<file path="config.mk">
export PLATFORM = sky130hd
export DESIGN_NAME = sfs_ctrl
export DESIGN_NICKNAME = d
export VERILOG_FILES = /design/src/rtl/sfs_pkg.sv /design/src/rtl/sfs_ctrl.sv
export SDC_FILE = /design/constraint.sdc
export NUM_CORES = 1
export LEC_CHECK = 0
export ABC_AREA = 1
export ABC_CLOCK_PERIOD_IN_PS = 3600
export BUFFER_PORTS_ARGS = -buffer_cell sky130_fd_sc_hd__buf_2
export CORE_MARGIN = 2
export CORE_UTILIZATION = 35
export CTS_BUF_LIST = sky130_fd_sc_hd__clkbuf_2
export DETAILED_ROUTE_END_ITERATION = 8
export SLEW_MARGIN = 20
export SYNTH_ARGS = -nofsm -noshare
export SYNTH_HDL_FRONTEND = slang
export SYNTH_SLANG_ARGS = --single-unit
</file>
<file path="constraint.sdc">
create_clock -name i_clk -period 3.6 [get_ports i_clk]
set_input_delay 1.08 -clock i_clk [delete_from_list [all_inputs] [get_ports i_clk]]
set_output_delay 1.08 -clock i_clk [all_outputs]
set_load 0.005 [all_outputs]
</file>
<file path="src/rtl/sfs_pkg.sv">
// shared types and constants of the sprite frame sequencer
package sfs_pkg;

    localparam int MAX_FRAMES_DEF = 64;

    // request action codes
    localparam logic [1:0] ACT_WRITE = 2'd0;
    localparam logic [1:0] ACT_TICK  = 2'd1;
    localparam logic [1:0] ACT_STEP  = 2'd2;

    // configuration register indexes
    localparam logic CFG_ANIM_MODE   = 1'b0;
    localparam logic CFG_FRAME_COUNT = 1'b1;

    typedef struct packed {
        logic wr_en;
        logic tick_load;
        logic step_adv;
        logic walk_adv;
        logic psum_init;
        logic psum_acc;
        logic div_init;
        logic div_step;
        logic out_load;
    } t_cmd;

    typedef struct packed {
        logic ge;
        logic steps_done;
        logic psum_last;
        logic div_last;
        logic stamp_new;
        logic out_free;
    } t_sts;

endpackage

</file>
<file path="src/rtl/sfs_ctrl.sv">
// control state machine of the sprite frame sequencer
module sfs_ctrl (
    input  logic          i_clk,
    input  logic          i_rst_n,
    input  logic          i_valid,
    output logic          o_ready,
    input  logic [1:0]    i_action,
    input  sfs_pkg::t_sts i_sts,
    output sfs_pkg::t_cmd o_cmd
);
    import sfs_pkg::*;

    typedef enum logic [6:0] {
        S_IDLE   = 7'b0000001,
        S_WALK   = 7'b0000010,
        S_PSUM   = 7'b0000100,
        S_DINIT  = 7'b0001000,
        S_DIV    = 7'b0010000,
        S_REREAD = 7'b0100000,
        S_FIN    = 7'b1000000
    } t_state;

    t_state r_state, n_state;
    t_cmd   w_cmd;

    assign o_ready = (r_state == S_IDLE);
    assign o_cmd   = w_cmd;

    always_comb begin
        n_state = r_state;
        w_cmd   = '0;
        unique case (r_state)
            S_IDLE: begin
                if (i_valid) begin
                    unique case (i_action)
                        ACT_WRITE: begin
                            w_cmd.wr_en = 1'b1;
                            n_state     = S_REREAD;
                        end
                        ACT_TICK: begin
                            if (i_sts.stamp_new) begin
                                w_cmd.tick_load = 1'b1;
                                n_state         = S_WALK;
                            end else begin
                                n_state = S_FIN;
                            end
                        end
                        ACT_STEP: begin
                            w_cmd.step_adv = 1'b1;
                            n_state        = S_FIN;
                        end
                        default: begin
                            n_state = S_FIN;
                        end
                    endcase
                end
            end
            S_WALK: begin
                priority if (i_sts.ge && !i_sts.steps_done) begin
                    w_cmd.walk_adv = 1'b1;
                end else if (i_sts.ge) begin
                    // too much time left: reduce it modulo one full period
                    w_cmd.psum_init = 1'b1;
                    n_state         = S_PSUM;
                end else begin
                    n_state = S_FIN;
                end
            end
            S_PSUM: begin
                w_cmd.psum_acc = 1'b1;
                if (i_sts.psum_last) begin
                    n_state = S_DINIT;
                end
            end
            S_DINIT: begin
                w_cmd.div_init = 1'b1;
                n_state        = S_DIV;
            end
            S_DIV: begin
                w_cmd.div_step = 1'b1;
                if (i_sts.div_last) begin
                    n_state = S_WALK;
                end
            end
            S_REREAD: begin
                n_state = S_FIN;
            end
            S_FIN: begin
                if (i_sts.out_free) begin
                    w_cmd.out_load = 1'b1;
                    n_state        = S_IDLE;
                end
            end
            default: begin
                n_state = S_IDLE;
            end
        endcase
    end

    always_ff @(posedge i_clk) begin
        if (!i_rst_n) begin
            r_state <= S_IDLE;
        end else begin
            r_state <= n_state;
        end
    end

    a_out_free: assert property (@(posedge i_clk) disable iff (!i_rst_n)
        w_cmd.out_load |-> i_sts.out_free)
        else $error("result loaded over a pending one");

    a_step_limit: assert property (@(posedge i_clk) disable iff (!i_rst_n)
        w_cmd.walk_adv |-> !i_sts.steps_done)
        else $error("frame walk past its step limit");

    a_tick_walk: assert property (@(posedge i_clk) disable iff (!i_rst_n)
        (r_state == S_IDLE && i_valid && i_action == ACT_TICK && i_sts.stamp_new)
        |=> r_state == S_WALK)
        else $error("new tick did not start a walk");

endmodule

</file>
# Yosys cells after proc, flatten, opt, wreduce, memory -nomap -nowiden
# Index checks and enable logic that the tools add are counted.
# word_totals
reg_bits,7
input_bits,11
out_inout_bits,10
wordCells,43
# op_classes
n_eq_ne,14
muxes,24
reduce_logical,4
# op_table
operator,n
two-way mux 7 bit,7
case mux 7 bit (7 select lines),1
case mux 7 bit (2 select lines),1
two-way mux 1 bit,12
"inequality test 2 bit, second input constant",5
"== test 7 x 1 -> 1 bit, second input constant",1
"== test 7 x 2 -> 1 bit, second input constant",1
"== test 7 x 3 -> 1 bit, second input constant",1
"== test 7 x 4 -> 1 bit, second input constant",1
"== test 7 x 5 -> 1 bit, second input constant",1
"== test 7 x 6 -> 1 bit, second input constant",1
"== test 7 bit, second input constant",1
two-way mux 3 bit,2
AND reduction 5 bit,1
"== test 2 x 1 -> 1 bit, second input constant",1
"== test 2 bit, second input constant",1
zero test 2 bit,1
two-way mux 2 bit,1
logical AND 1 bit,1
zero test 1 bit,1

# Logic depth before layout (Yosys ltp)
# depth
word_depth,4
depth_mapped,9
ltp_nobuf,9

# Worst setup path before layout
# Ideal clock, no wire load.
# synth_timing
path_kind,input -> output
startpoint,in i_action[0]
endpoint,out o_cmd[6] in the netlist's numbering
t_arrival_ns,1.363
required_time_ns,2.520
slack_ns,1.157
path_stages,3
n_path_buf,0
cell_sequence,inv_1 > nand2_1 > nor3_1
# synth_lines
element,line_no,text
from (decl),sfs_ctrl.sv:7,"input logic [1:0] i_action,"
to (decl),sfs_ctrl.sv:9,output sfs_pkg::t_cmd o_cmd

==> impl_metrics.csv <==
group,metric,value,unit
pwr,power.total,448,uW
pwr,combPwrFrac,60.4,%
drt,wl_per_cell,9.43,um
pwr,power.density,600,nW/um^2
logic_synthesis,syn_area,604,um^2
layout,nFillCells,195,
grt,gr-usage-all-layers,15.5,%
drt,vias,653,
clock_network,clock-sinks,7,
worst_setup_path,cp_top_family,"buffers and inverters",
worst_setup_path,r2r-start,"r_state[2]",
worst_setup_path,crit_start,"i_action[1]",
pwr,p_seq_share,26.4,%
worst_setup_path,endpoint_kind,"output port",
placed_design,port_buffers,20,
timing,final_max_slew_viol_count,0,
drt,wirelength,1.33,mm
run,cap_violations,0,
pwr,clockPowerShare,13.2,%
drt,antenna_left,0,
timing,worstMarginPinSlew,0.250,ns
floorplan,die_area,2080,um^2
clock_network,h-tree-depth,1,
timing,setup_tns,0,ns
clock_network,clkLatencyLatePin,0.24,ns
grt,grt_pass1_vias,573,
layout,diodes,0,
logic_synthesis,syn-num-nets,111,
floorplan,dieWidth,45.6,um
drt,first_pass_iters,4,
worst_setup_path,crit_required,2.52,ns
logic_synthesis,synth-seq-area-share,23.2,%
worst_setup_path,path_cells,"buf_2, inv_1, nand4_1, nor2_1, buf_2",
clock_network,cts-resized-gates,0,
timing,setup_violations,0,
layout,largest_register_ffs,7,
clock_network,tritoncts,"built",
pwr,ir_drop,0.000266,V
grt,grt_pass1_wl,2.28,mm
grt,grt_max_degree,8,
pwr,p_sw,223,uW
layout,largest-register,"r_state",
clock_network,path_clk_slew,0.07,ns
logic_synthesis,ys_warn_count,0,
logic_synthesis,ys_types,17,
floorplan,core_area,1670,um^2
grt,antenna_found_initial,0,
floorplan,fp-row-count,15,
pwr,power.leakage,0.430,nW
floorplan,die_h,45.6,um
placed_design,place.gp.congestion,0.816,
logic_synthesis,syn_avg_cell_area,6.04,um^2
drt,route.detailed.drc,0,
worst_setup_path,arrival,1.58,ns
timing,skew,0.00439,ns
grt,grt-ovfl-total,0,
clock_network,hold_buffers,0,
pwr,p_int,224,uW
layout,top_regs,"r_state x7",
timing,hold_viol,0,
worst_setup_path,critPathMaxStageDelay,0.11,ns
worst_setup_path,cp_common_cell,"buf_2",
floorplan,ios,21,
logic_synthesis,synth_cells,100,
clock_network,clock-root-buffer,"clkbuf_2",
layout,nets,136,
logic_synthesis,synth_seq_cells,7,
timing,period_needed,2.66,ns
pwr,p_sw_share,49.9,%
layout,drive_gt1_share,35.5,%
worst_setup_path,slowest_stage,"buf_2",
drt,drt_iter0_drc,9,
clock_network,cts_made_buffers,3,
layout,area_growth,23.4,%
worst_setup_path,path_class,"in2out",
timing,slew-limit-headroom,83.2,%
hold_path,hp-start,"r_state[2]",
timing,min_period_over_period,74.0,%
clock_network,cts_buffer_depth,2,
hold_path,hold_path.class,"reg2reg",
timing,rsz0062_at_grt,"no",
worst_setup_path,cp.buffers_inverters,3,
timing,fmax,0.375,GHz
worst_setup_path,cp_max_fo,3,
clock_network,post-cts-setup-buffers,0,
placed_design,dp_hpwl,1.15,mm
outcome,status,"complete, no violations",
drt,routed_via_density,4.63,
worst_setup_path,start_kind,"primary input",
floorplan,start_util,36.2,%
routing by layer:
metal / global-route usage [%] / vias up / share of wire [%]
met4: 5.29 / 0 / 0.60
li1: - / 357 / -
met5: 0 / - / 0
met1: 19.7 / 284 / 48
met2: 24.8 / 10 / 48
met3: 4.76 / 2 / 3.0
path summary, 6_finish.rpt:
| kind | depth (start not counted) | slack, ns | to |
|---|---|---|---|
| worst min-delay path | 2 | 0.58 | r_state[2] |
| worst max-delay path | 5 | 0.94 | o_cmd[7] |
| worst min register to register | 2 | 0.58 | r_state[2] |
| worst max register to register | 9 | 2.30 | r_state[1] |
synth_stat cells, drive strengths merged:
| cell type | n | share of area (%) |
|---|---|---|
| a21oi | 3 | 2.5 |
| dfxtp | 7 | 23 |
| inv | 23 | 14 |
| nand2 | 20 | 14 |
| nand3 | 15 | 17 |
| nand4 | 2 | 2.1 |
| nor2 | 22 | 19 |
| nor3 | 5 | 5.0 |
| o21ai | 3 | 2.5 |
stage by stage:
stage               setup WS [ns]  utilization [%]  cells  cell area (um^2)  hold slack, ns
finish                      0.937             44.6    141               746           0.576
global route                0.840             44.6    141               746           0.641
CTS                         0.927             44.6    141               746           0.583
detailed placement          0.928             43.4    137               726           0.572
global placement            0.950             43.4    137               726           0.566
floorplan                    1.16                -    100               604           0.525
logic make-up (layout without fill, tap and decap cells):
group	after synthesis	after routing	synth area share, %
buffers and inverters	23	47	14.3
DFF	7	7	23.2
and+or+nand+nor	64	64	57.6
AOI/OAI and AO/OA	6	6	4.97
power groups by stage:
stage	registers (mW)	clock network (mW)	logic [mW]
after floorplan	0.115	0	0.212
after global placement	0.119	0	0.269
after detailed placement	0.120	0	0.271
after CTS	0.118	0.0625	0.272
after global routing	0.122	0.0657	0.310
final	0.118	0.0589	0.270
layout make-up:
cell class                      count  area, um^2  share of cell area (%)
Multi-Input combinational cell     70         378                    50.7
Inverter                           23        86.3                    11.6
Clock buffer                        4        20.0                    2.68
Tap cell                           17        21.3                    2.85
Sequential cell                     7         140                    18.8
Timing Repair Buffer               20         100                    13.4
worst register-to-register path, stage by stage, from the launching register on:
cell     delay, ns
dfxtp_1       0.42
inv_2         0.06
nand2_2       0.08
nor2_2        0.06
nand3_1       0.11
nand2_2       0.08
nor2_4        0.15
nand2_2       0.08
o21ai_1       0.11
inv_1         0.04
cells in the final DEF (no fill, tap or decap), drive strengths merged:
master  Yosys  layout
clkbuf      0       4
nor3        5       5
nand2      20      20
o21ai       3       3
buf         0      20
nand3      15      15
inv        23      23
dfxtp       7       7
nor2       22      22
a21oi       3       3
nand4       2       2
(Power assumes the default switching activity.)
