--- src/rtl/sfs_pkg.sv ---
// shared types and constants of the sprite frame sequencer
package sfs_pkg;

    localparam int MAX_FRAMES_DEF = 64;

    // request action codes
    localparam logic [1:0] ACT_WRITE = 2'd0;
    localparam logic [1:0] ACT_TICK  = 2'd1;
    localparam logic [1:0] ACT_STEP  = 2'd2;

    // configuration register indexes
    localparam logic CFG_ANIM_MODE   = 1'b0;
    localparam logic CFG_FRAME_COUNT = 1'b1;

    typedef struct packed {
        logic wr_en;
        logic tick_load;
        logic step_adv;
        logic walk_adv;
        logic psum_init;
        logic psum_acc;
        logic div_init;
        logic div_step;
        logic out_load;
    } t_cmd;

    typedef struct packed {
        logic ge;
        logic steps_done;
        logic psum_last;
        logic div_last;
        logic stamp_new;
        logic out_free;
    } t_sts;

endpackage

--- src/rtl/sfs_dp.sv ---
// datapath of the sprite frame sequencer: frame table, timing and divider
module sfs_dp #(
    parameter int MAX_FRAMES = sfs_pkg::MAX_FRAMES_DEF
) (
    input  logic               i_clk,
    input  logic               i_rst_n,
    input  sfs_pkg::t_cmd      i_cmd,
    output sfs_pkg::t_sts      o_sts,
    input  logic               i_cfg_we,
    input  logic               i_cfg_addr,
    input  logic [6:0]         i_cfg_wdata,
    input  logic signed [31:0] i_time_stamp,
    input  logic signed [31:0] i_elapsed,
    input  logic [5:0]         i_entry_index,
    input  logic [30:0]        i_entry_duration,
    input  logic [15:0]        i_entry_bitmap,
    input  logic [15:0]        i_entry_texcoords,
    input  logic               i_ready,
    output logic               o_valid,
    output logic [5:0]         o_frame_index,
    output logic [15:0]        o_bitmap_id,
    output logic [15:0]        o_texcoords_id
);
    import sfs_pkg::*;

    localparam int CAP = (MAX_FRAMES < 64) ? MAX_FRAMES : 64;
    localparam int AW  = $clog2(CAP);
    localparam int NW  = AW + 1;
    localparam int SW  = AW + 2;
    localparam int PW  = 32 + AW;

    // frame table entry: duration, bitmap id, texcoord id
    logic [62:0] r_mem [CAP];
    logic [62:0] r_rd_q;

    logic              r_mode, n_mode;
    logic [6:0]        r_fcount, n_fcount;
    logic [AW-1:0]     r_cur, n_cur;
    logic              r_back, n_back;
    logic signed [31:0] r_left, n_left;
    logic [31:0]       r_last, n_last;
    logic [SW-1:0]     r_steps, n_steps;
    logic [NW-1:0]     r_pidx, n_pidx;
    logic [PW-1:0]     r_period, n_period;
    logic [PW-1:0]     r_divisor, n_divisor;
    logic [PW-1:0]     r_rem, n_rem;
    logic [30:0]       r_dvd, n_dvd;
    logic [4:0]        r_dcnt, n_dcnt;
    logic              r_out_valid;
    logic [5:0]        r_frame_index;
    logic [15:0]       r_bitmap_id;
    logic [15:0]       r_texcoords_id;

    logic [NW-1:0]     w_n;
    logic [30:0]       w_dur;
    logic              w_ge;
    logic [AW-1:0]     w_rd_addr;
    logic              w_wr_ok;

    function automatic logic [AW:0] f_past_end(input logic back, input logic mode,
                                               input logic [NW-1:0] n);
        logic [NW-1:0] last;
        last = n - 1'b1;
        if (mode) begin
            return {1'b1, last[AW-1:0]};
        end
        return {back, {AW{1'b0}}};
    endfunction

    function automatic logic [AW:0] f_fix(input logic [AW-1:0] cur, input logic back,
                                          input logic mode, input logic [NW-1:0] n);
        if ({1'b0, cur} >= n) begin
            return f_past_end(back, mode, n);
        end
        return {back, cur};
    endfunction

    function automatic logic [AW:0] f_adv(input logic [AW-1:0] cur, input logic back,
                                          input logic mode, input logic [NW-1:0] n);
        logic [NW-1:0] c1;
        c1 = {1'b0, cur} + 1'b1;
        if (back) begin
            if (cur == '0) begin
                return {1'b0, cur};
            end
            return {1'b1, cur - 1'b1};
        end
        if (c1 >= n) begin
            return f_past_end(back, mode, n);
        end
        return {1'b0, c1[AW-1:0]};
    endfunction

    // frames in use, clamped to the range 1 to the table size
    always_comb begin
        priority if (r_fcount == '0) begin
            w_n = NW'(1);
        end else if (r_fcount > 7'(CAP)) begin
            w_n = NW'(CAP);
        end else begin
            w_n = NW'(r_fcount);
        end
    end

    assign w_dur   = (r_rd_q[62:32] == '0) ? 31'd1 : r_rd_q[62:32];
    assign w_ge    = !r_left[31] && (r_left[30:0] >= w_dur);
    assign w_wr_ok = ({1'b0, i_entry_index} < 7'(CAP));

    always_comb begin
        logic [AW:0]        fx;
        logic [AW:0]        ad;
        logic signed [32:0] sum;
        logic [PW:0]        trial;
        n_mode    = r_mode;
        n_fcount  = r_fcount;
        n_cur     = r_cur;
        n_back    = r_back;
        n_left    = r_left;
        n_last    = r_last;
        n_steps   = r_steps;
        n_pidx    = r_pidx;
        n_period  = r_period;
        n_divisor = r_divisor;
        n_rem     = r_rem;
        n_dvd     = r_dvd;
        n_dcnt    = r_dcnt;
        fx        = f_fix(r_cur, r_back, r_mode, w_n);
        ad        = '0;
        sum       = {r_left[31], r_left} + {i_elapsed[31], i_elapsed};
        trial     = {r_rem, r_dvd[30]};

        if (i_cfg_we) begin
            unique case (i_cfg_addr)
                CFG_ANIM_MODE:   n_mode   = i_cfg_wdata[0];
                CFG_FRAME_COUNT: n_fcount = i_cfg_wdata;
                default:         n_mode   = r_mode;
            endcase
        end

        if (i_cmd.tick_load) begin
            n_last = i_time_stamp;
            // saturate leftover to the signed 32-bit range
            if (sum[32] != sum[31]) begin
                n_left = sum[32] ? 32'sh8000_0000 : 32'sh7FFF_FFFF;
            end else begin
                n_left = sum[31:0];
            end
            n_back  = fx[AW];
            n_cur   = fx[AW-1:0];
            n_steps = '0;
        end

        if (i_cmd.step_adv) begin
            ad     = f_adv(fx[AW-1:0], fx[AW], r_mode, w_n);
            n_back = ad[AW];
            n_cur  = ad[AW-1:0];
        end

        if (i_cmd.walk_adv) begin
            ad      = f_adv(r_cur, r_back, r_mode, w_n);
            n_back  = ad[AW];
            n_cur   = ad[AW-1:0];
            n_left  = r_left - $signed({1'b0, w_dur});
            n_steps = r_steps + 1'b1;
        end

        if (i_cmd.psum_init) begin
            n_pidx   = '0;
            n_period = '0;
        end

        if (i_cmd.psum_acc) begin
            n_pidx   = r_pidx + 1'b1;
            n_period = r_period + PW'(w_dur);
        end

        if (i_cmd.div_init) begin
            n_divisor = r_mode ? {r_period[PW-2:0], 1'b0} : r_period;
            n_rem     = '0;
            n_dvd     = r_left[30:0];
            n_dcnt    = '0;
        end

        // restoring division, one dividend bit per cycle
        if (i_cmd.div_step) begin
            if (trial >= {1'b0, r_divisor}) begin
                n_rem = PW'(trial - {1'b0, r_divisor});
            end else begin
                n_rem = trial[PW-1:0];
            end
            n_dvd  = {r_dvd[29:0], 1'b0};
            n_dcnt = r_dcnt + 1'b1;
            if (r_dcnt == 5'd30) begin
                n_left  = {1'b0, n_rem[30:0]};
                n_steps = '0;
            end
        end
    end

    assign w_rd_addr = (i_cmd.psum_init || i_cmd.psum_acc) ? n_pidx[AW-1:0] : n_cur;

    always_ff @(posedge i_clk) begin
        if (i_cmd.wr_en && w_wr_ok) begin
            r_mem[i_entry_index[AW-1:0]] <= {i_entry_duration, i_entry_bitmap,
                                             i_entry_texcoords};
        end
        r_rd_q <= r_mem[w_rd_addr];
    end

    always_ff @(posedge i_clk) begin
        if (!i_rst_n) begin
            r_mode      <= 1'b0;
            r_fcount    <= 7'd1;
            r_cur       <= '0;
            r_back      <= 1'b0;
            r_left      <= '0;
            r_last      <= '0;
            r_steps     <= '0;
            r_out_valid <= 1'b0;
        end else begin
            r_mode   <= n_mode;
            r_fcount <= n_fcount;
            r_cur    <= n_cur;
            r_back   <= n_back;
            r_left   <= n_left;
            r_last   <= n_last;
            r_steps  <= n_steps;
            if (i_cmd.out_load) begin
                r_out_valid <= 1'b1;
            end else if (i_ready) begin
                r_out_valid <= 1'b0;
            end
        end
    end

    always_ff @(posedge i_clk) begin
        r_pidx    <= n_pidx;
        r_period  <= n_period;
        r_divisor <= n_divisor;
        r_rem     <= n_rem;
        r_dvd     <= n_dvd;
        r_dcnt    <= n_dcnt;
        if (i_cmd.out_load) begin
            r_frame_index  <= 6'(r_cur);
            r_bitmap_id    <= r_rd_q[31:16];
            r_texcoords_id <= r_rd_q[15:0];
        end
    end

    assign o_sts.ge         = w_ge;
    assign o_sts.steps_done = (r_steps == {w_n, 1'b0});
    assign o_sts.psum_last  = (r_pidx == (w_n - 1'b1));
    assign o_sts.div_last   = (r_dcnt == 5'd30);
    assign o_sts.stamp_new  = (i_time_stamp != r_last);
    assign o_sts.out_free   = !r_out_valid || i_ready;

    assign o_valid        = r_out_valid;
    assign o_frame_index  = r_frame_index;
    assign o_bitmap_id    = r_bitmap_id;
    assign o_texcoords_id = r_texcoords_id;

    a_cur_in_table: assert property (@(posedge i_clk) disable iff (!i_rst_n)
        {1'b0, r_cur} < NW'(CAP))
        else $error("current frame outside the table");

    a_rem_below: assert property (@(posedge i_clk) disable iff (!i_rst_n)
        i_cmd.div_step |-> r_rem < r_divisor)
        else $error("division remainder not below divisor");

    a_left_pos: assert property (@(posedge i_clk) disable iff (!i_rst_n)
        (i_cmd.div_step && r_dcnt == 5'd30) |=> !r_left[31])
        else $error("reduced leftover is negative");

endmodule
--- config.mk ---
export PLATFORM = sky130hd
export DESIGN_NAME = sfs_dp
export DESIGN_NICKNAME = d
export VERILOG_FILES = /design/src/rtl/sfs_pkg.sv /design/src/rtl/sfs_dp.sv
export SDC_FILE = /design/constraint.sdc
export NUM_CORES = 2
export LEC_CHECK = 0
export BUFFER_PORTS_ARGS = -buffer_cell sky130_fd_sc_hd__buf_2
export CAP_MARGIN = 0
export CELL_PAD_IN_SITES_DETAIL_PLACEMENT = 1
export CELL_PAD_IN_SITES_GLOBAL_PLACEMENT = 1
export CORE_MARGIN = 4
export CORE_UTILIZATION = 55
export DETAILED_ROUTE_END_ITERATION = 12
export PLACE_DENSITY_LB_ADDON = 0.1
export SYNTH_ARGS = -nofsm -noshare
export SYNTH_HDL_FRONTEND = slang
export SYNTH_SLANG_ARGS = --single-unit
--- constraint.sdc ---
create_clock -name i_clk -period 13.3 [get_ports i_clk]
set_input_delay 1.33 -clock i_clk [delete_from_list [all_inputs] [get_ports i_clk]]
set_output_delay 1.33 -clock i_clk [all_outputs]
set_load 0.01 [all_outputs]
======== Word-level counts from Yosys, hierarchy flattened ========
Memory sizes are Yosys's and may differ from the RTL's. A register that Yosys moved wholly into a read port is not among the register bits.
Index checks and enable logic that the tools add are counted.
word-level totals
  logic and storage cells ................. 141
  bits in writable memories ............... 4032
  memories kept ........................... 1
  output and inout port bits .............. 45
  register bits after elaboration ......... 283
  bits of input ports ..................... 154
operators by class
  muxes and demuxes ....................... 79
  add/sub/neg operators ................... 12
  equality and inequality tests ........... 6
  bitwise logic cells ..................... 1
  order comparisons ....................... 6
  reductions and logical operators ........ 16
memory list
  name   words  width  read ports  clocked after Yosys merged registers in  write ports  RTL line      source
  r_mem  64     63     1           1                                        1            sfs_dp.sv:33  logic [62:0] r_mem [CAP];
operators with widths
  kind                 count
  $mux 38              6
  $mux 32              6
  $mux 7               22
  $mux 31              3
  $ge 39x38->1         1
  $add 38x31->38       1
  $sub 38x38->38       1
  $add 32x32->33       1
  $mux 1               32
  $mux 8               4
  $ne 32x32->1         1
  $sub 32x32->32       1
  $ge 31x31->1         1
  $logic_not 31->1     1
  $mux 6               4
  $add 6x1->7 const B  2
  $ge 7x7->1           2
  $logic_not 6->1      2
  $sub 6x1->6 const B  2
  $mux 5               2
  $add 8x1->8 const B  1
  $eq 8x8->1           1
  $add 7x1->7 const B  1
  $eq 7x7->1           1
  other kinds (15)     21

======== Depth between registers and ports, before layout ========
  depth in word-level cells ............... 20
  mapped depth ............................ 34
  gate-level depth less buffers ........... 25

======== Worst setup path after synthesis ========
OpenSTA, ideal clock, no wires.
  path kind ............................... register to register
  start ................................... register r_fcount[6]
  end ..................................... register r_rd_q[49], read port of r_mem
  setup slack ............................. 7.070 ns
  library setup time ...................... 0.134 ns
  required time ........................... 13.166 ns
  path buffers ............................ 9
  cell stages (with the launch flop) ...... 32
  period minus slack after synthesis ...... 6.230 ns
  data arrival time ....................... 6.096 ns
  cell sequence ........................... dfxtp_1 buf_4 buf_6 nor3_2 a21oi_4 inv_1 ha_1 nor2b_1 o21ai_2 a21o_1 buf_4 buf_2 o21ai_0 ha_1 nand3_1 mux2_2 xnor2_1 ha_1 a21o_1 a31oi_1 o21ai_1 mux2_2 a2111oi_2 buf_4 nor2_2 buf_2 buf_2 buf_2 buf_2 a31oi_1 o22ai_1 or4_1
on the way
  cells in the longest elaborated chain, start to end .. 20
  elaborated cells on any way between the ends .. 42
  classes of those cells .................. 3 x add/sub; 4 x order compare; 33 x mux; 2 x reduce/logical
RTL lines
  element                                                               RTL line       source
  start, declared                                                       sfs_dp.sv:37   logic [6:0] r_fcount, n_fcount;
  start signal, assigned                                                sfs_dp.sv:222  r_fcount <= n_fcount;
  $gt 7x7->1                                                            sfs_dp.sv:98   end else if (r_fcount > 7'(CAP)) begin
  $mux 7                                                                sfs_dp.sv:98
  $mux 7 *                                                              sfs_dp.sv:96   priority if (r_fcount == '0) begin
  parallel branches: the longest is 15 deep, another holds $sub 7x1->7  --
  $mux 6 *                                                              sfs_dp.sv:159  if (i_cmd.walk_adv) begin
  $mux 6 *                                                              sfs_dp.sv:200  assign w_rd_addr = (i_cmd.psum_init || i_cmd.psum_acc) ? n_pidx[AW-1:0] : n_cur;
  end, declared                                                         sfs_dp.sv:34   logic [62:0] r_rd_q;
Mark *: on every way between the ends. The select of a mux whose other input is x is not followed.
A chain may end at the register's enable or synchronous reset.

======== Worst setup path in the final report ========
  start ................................... register r_fcount[6]
  end ..................................... register r_rd_q[23], read port of r_mem
The elaborated chain is that of the path after synthesis.

==> qor.txt <==
Layout area overhead - 11.31%
Placed instance area - 0.1870 mm^2
RR Endpoint - r_rd_q[23]
FMAX - 0.09859 GHz
Initial antenna violation count - 49
Vias in the first global route - 126000
Ports - 199
Post-synth EDFFs - 4220
Clock Skew - 0.06647 ns
Fin. max-slew vios - 0
Status - finished clean
Avg Cell Area, Syn - 13.59 um^2
Adder-Cell Fraction of Synth Area - 1.189%
RSZ-0062 raised after global routing - no
CTS tree - done
Routed Antenna Nets - 0
Fraction of registers with async set/reset - 0%
Tot Pwr - 0.03699 W
Synth area leader - edfxtp_1
Share of the yosys chip area belonging to registers - 71.66%
GPL Wtd Cong - 0.8630
Setup TNS - 0 ns
Clk Latency, worst-skew pair - 1.01 ns
Crit path max fanout - 186
Share of cells above drive strength 1 - 9.420%
Worst Path Arrival - 11.08 ns
Top_reg_cell synth - edfxtp_1
Area of the die - 0.3388 mm^2
H-tree depth - 5
Number of buffers created by CTS - 447
Yosys Warn Count - 0
Sink Count - 4378
CP Launch Type - flip-flop
Worst ir drop on vdd - 0.1597 mV
GRT Total Usage - 36.25%
Routed wire length - 626.9 mm
Layout net count - 13690
Starting DRT DRC Count - 15670
Initial Utilization - 55.31%
Post-Route Utilization - 61.57%
Worst r2r path cells - 28
Simple-gate share of the synthesized area - 12.57%
Final instance area - 0.2017 mm^2
Tcrit/Tclk final - 76.26%
Hold Crit Class - flip-flop to flip-flop
CP max stage cell - a21oi_1
Core region area - 0.3277 mm^2
Hold wc startpoint - r_rd_q[26]
Main combinational cell family by area after synthesis - simple AND/OR/NAND/NOR gates
Fin crit period - 10.14 ns
DRC viols - 0
Grt total ovfl - 0
Leak - 69.43 nW
Die width - 582.0 um
Mapped Nets - 13660
Multi-input combinational cell area - 0.04772 mm^2
Gate Count Post-Synth - 13340
Clk slew on worst S/H paths - 0.06 ns
Drt pass-1 iters - 7
Worst R2R Start - r_fcount[6]
Post-CTS Setup Repair Bufs - 0
# rows - 210
IO Port Bufs - 198
Vias after detailed routing - 122100
Vias/cell - 6.735
Die H - 582.0 um
List of most frequent post-synthesis cells - edfxtp_1 (4220), nand2_1 (2717), nand3_1 (1510)
XOR/XNOR share of the synthesized area - 0.7877%
Final Setup Violations - 0
Placed instance count - 17270
Critical Path RT - 14.24 ns
Non-Filler Instances - 18130
Worst Tran Pin Value - 1.394 ns
Filler instances - 30560
Post-cts sizing count - 0
CTS max path bufs - 4
First-pass GRT wire length - 892.4 mm
Hold Crit Endpoint - o_bitmap_id[10]
WS Path Type - flip-flop to flip-flop
Synth Cell Area - 0.1812 mm^2
Worst R2R Setup Slack - 3.16 ns
# Max-Cap Violations - 0
HPWL Detailed - 340.5 mm
Largest cells by area after synthesis - edfxtp_1 (70%), nand2_1 (5.6%), mux2i_1 (5.3%), nand3_1 (4.2%), dfxtp_1 (1.7%)
Clk root buf - clkbuf_16
DR WL/cell - 34.59 um
Unique masters post-synth - 90
Cell Pwr Density - 183.4 mW/mm^2
FF+latch area - 0.1299 mm^2
Post-synthesis mux area share - 5.597%
Cell depth of the worst hold path - 0
Most frequent cell after synthesis - edfxtp_1
Post-synthesis compound-gate area fraction - 5.801%
CTS Hold Buffers Added - 0
Post-synth top area share - 69.92%
Seq cells post-synth - 4378
Final hold violation count - 0
CP Capture Type - flip-flop
Largest net degree at the start of global routing - 187
Normalized max-slew margin - 6.869%
Crit-path max cell delay - 0.77 ns
-- area by class of cell --
type / instances / area share (%)
sequential: 4378 / 64.38
multi-input combinational: 7903 / 23.65
clock buffer: 570 / 5.913
tap: 4346 / 2.695
timing repair buffer: 447 / 1.630
clock inverter: 263 / 1.330
inverter: 197 / 0.3665
antenna: 22 / 0.02729
-- metal layers --
layer | vias to the layer above | track usage [%] | routed length (um)
li1 | 50150 | - | -
met1 | 63200 | 48.59 | 236700
met2 | 7073 | 57.47 | 291800
met3 | 1631 | 7.487 | 64420
met4 | 28 | 16.65 | 33750
met5 | - | 0 | 200
-- report_power, final --
part / switching [W] / total, W / internal, W
Clock: 0.00548 / 0.0127 / 0.00720
Sequential: 0.000607 / 0.0162 / 0.0156
Combinational: 0.00532 / 0.00807 / 0.00274
Total: 0.0114 / 0.0370 / 0.0256
-- logic make-up after synthesis --
logic type                 Yosys count
adders and majority gates          171
xor gates and xnor gates           163
DFF                               4378
muxes                             1006
AOI/OAI and AO/OA                 1476
buffers and inverters             1055
and+or+nand+nor                   5087
-- placed cells by master, fill, tap and decap left out, types with 161 or more instances in the layout --
cell type / synthesis / routed
clkbuf_16: 0 / 448
a21oi_1: 186 / 185
nand3_1: 1510 / 1509
ha_1: 161 / 161
buf_2: 213 / 197
mux2i_1: 952 / 952
inv_1: 195 / 195
nor2_1: 258 / 194
nand2_1: 2717 / 2715
a211oi_1: 272 / 272
a311oi_1: 217 / 217
edfxtp_1: 4220 / 4220
buf_4: 17 / 216
-- worst max path at each step --
stage,start,end,cells past startpoint
2_1_floorplan,r_fcount[6],r_rd_q[49],31
3_3_place_gp,r_fcount[6],r_rd_q[7],28
3_5_place_dp,r_fcount[6],r_rd_q[7],28
4_1_cts,r_fcount[6],r_rd_q[23],28
5_1_grt,r_fcount[6],r_rd_q[6],28
6_report,r_fcount[6],r_rd_q[23],28
-- through the flow --
step / hold slack [ns] / setup WS, ns
after detailed placement: 0.4279 / 3.349
after global routing: 0.4449 / 2.684
after CTS: 0.4524 / 3.287
final: 0.4564 / 3.157
after floorplan: 0.3855 / 7.070
after global placement: 0.4475 / 3.593
-- sequential cells by signal, indices dropped and copies added, names as in the netlist --
register        flops
o_frame_index       6
r_fcount            7
r_period           38
r_cur               6
r_rd_q             63
r_dcnt              5
r_last             32
r_pidx              7
r_mem            4032
r_rem              38
r_mode              1
r_left             32
r_back              1
r_dvd              31
r_divisor          38
o_bitmap_id        16
o_texcoords_id     16
r_steps             8
o_valid             1
-- worst max-delay path: cells and delay by family, from the launching register on --
family	cells	cell delay, ns
AO/OA/AOI/OAI	12	3.75
buffers and inverters	5	2.17
AND/OR/NAND/NOR	6	1.46
adder cells (fa/ha/maj)	3	0.88
flip-flops	1	0.73
multiplexers	1	0.44
XOR/XNOR	1	0.27
(Power assumes the default switching activity.)
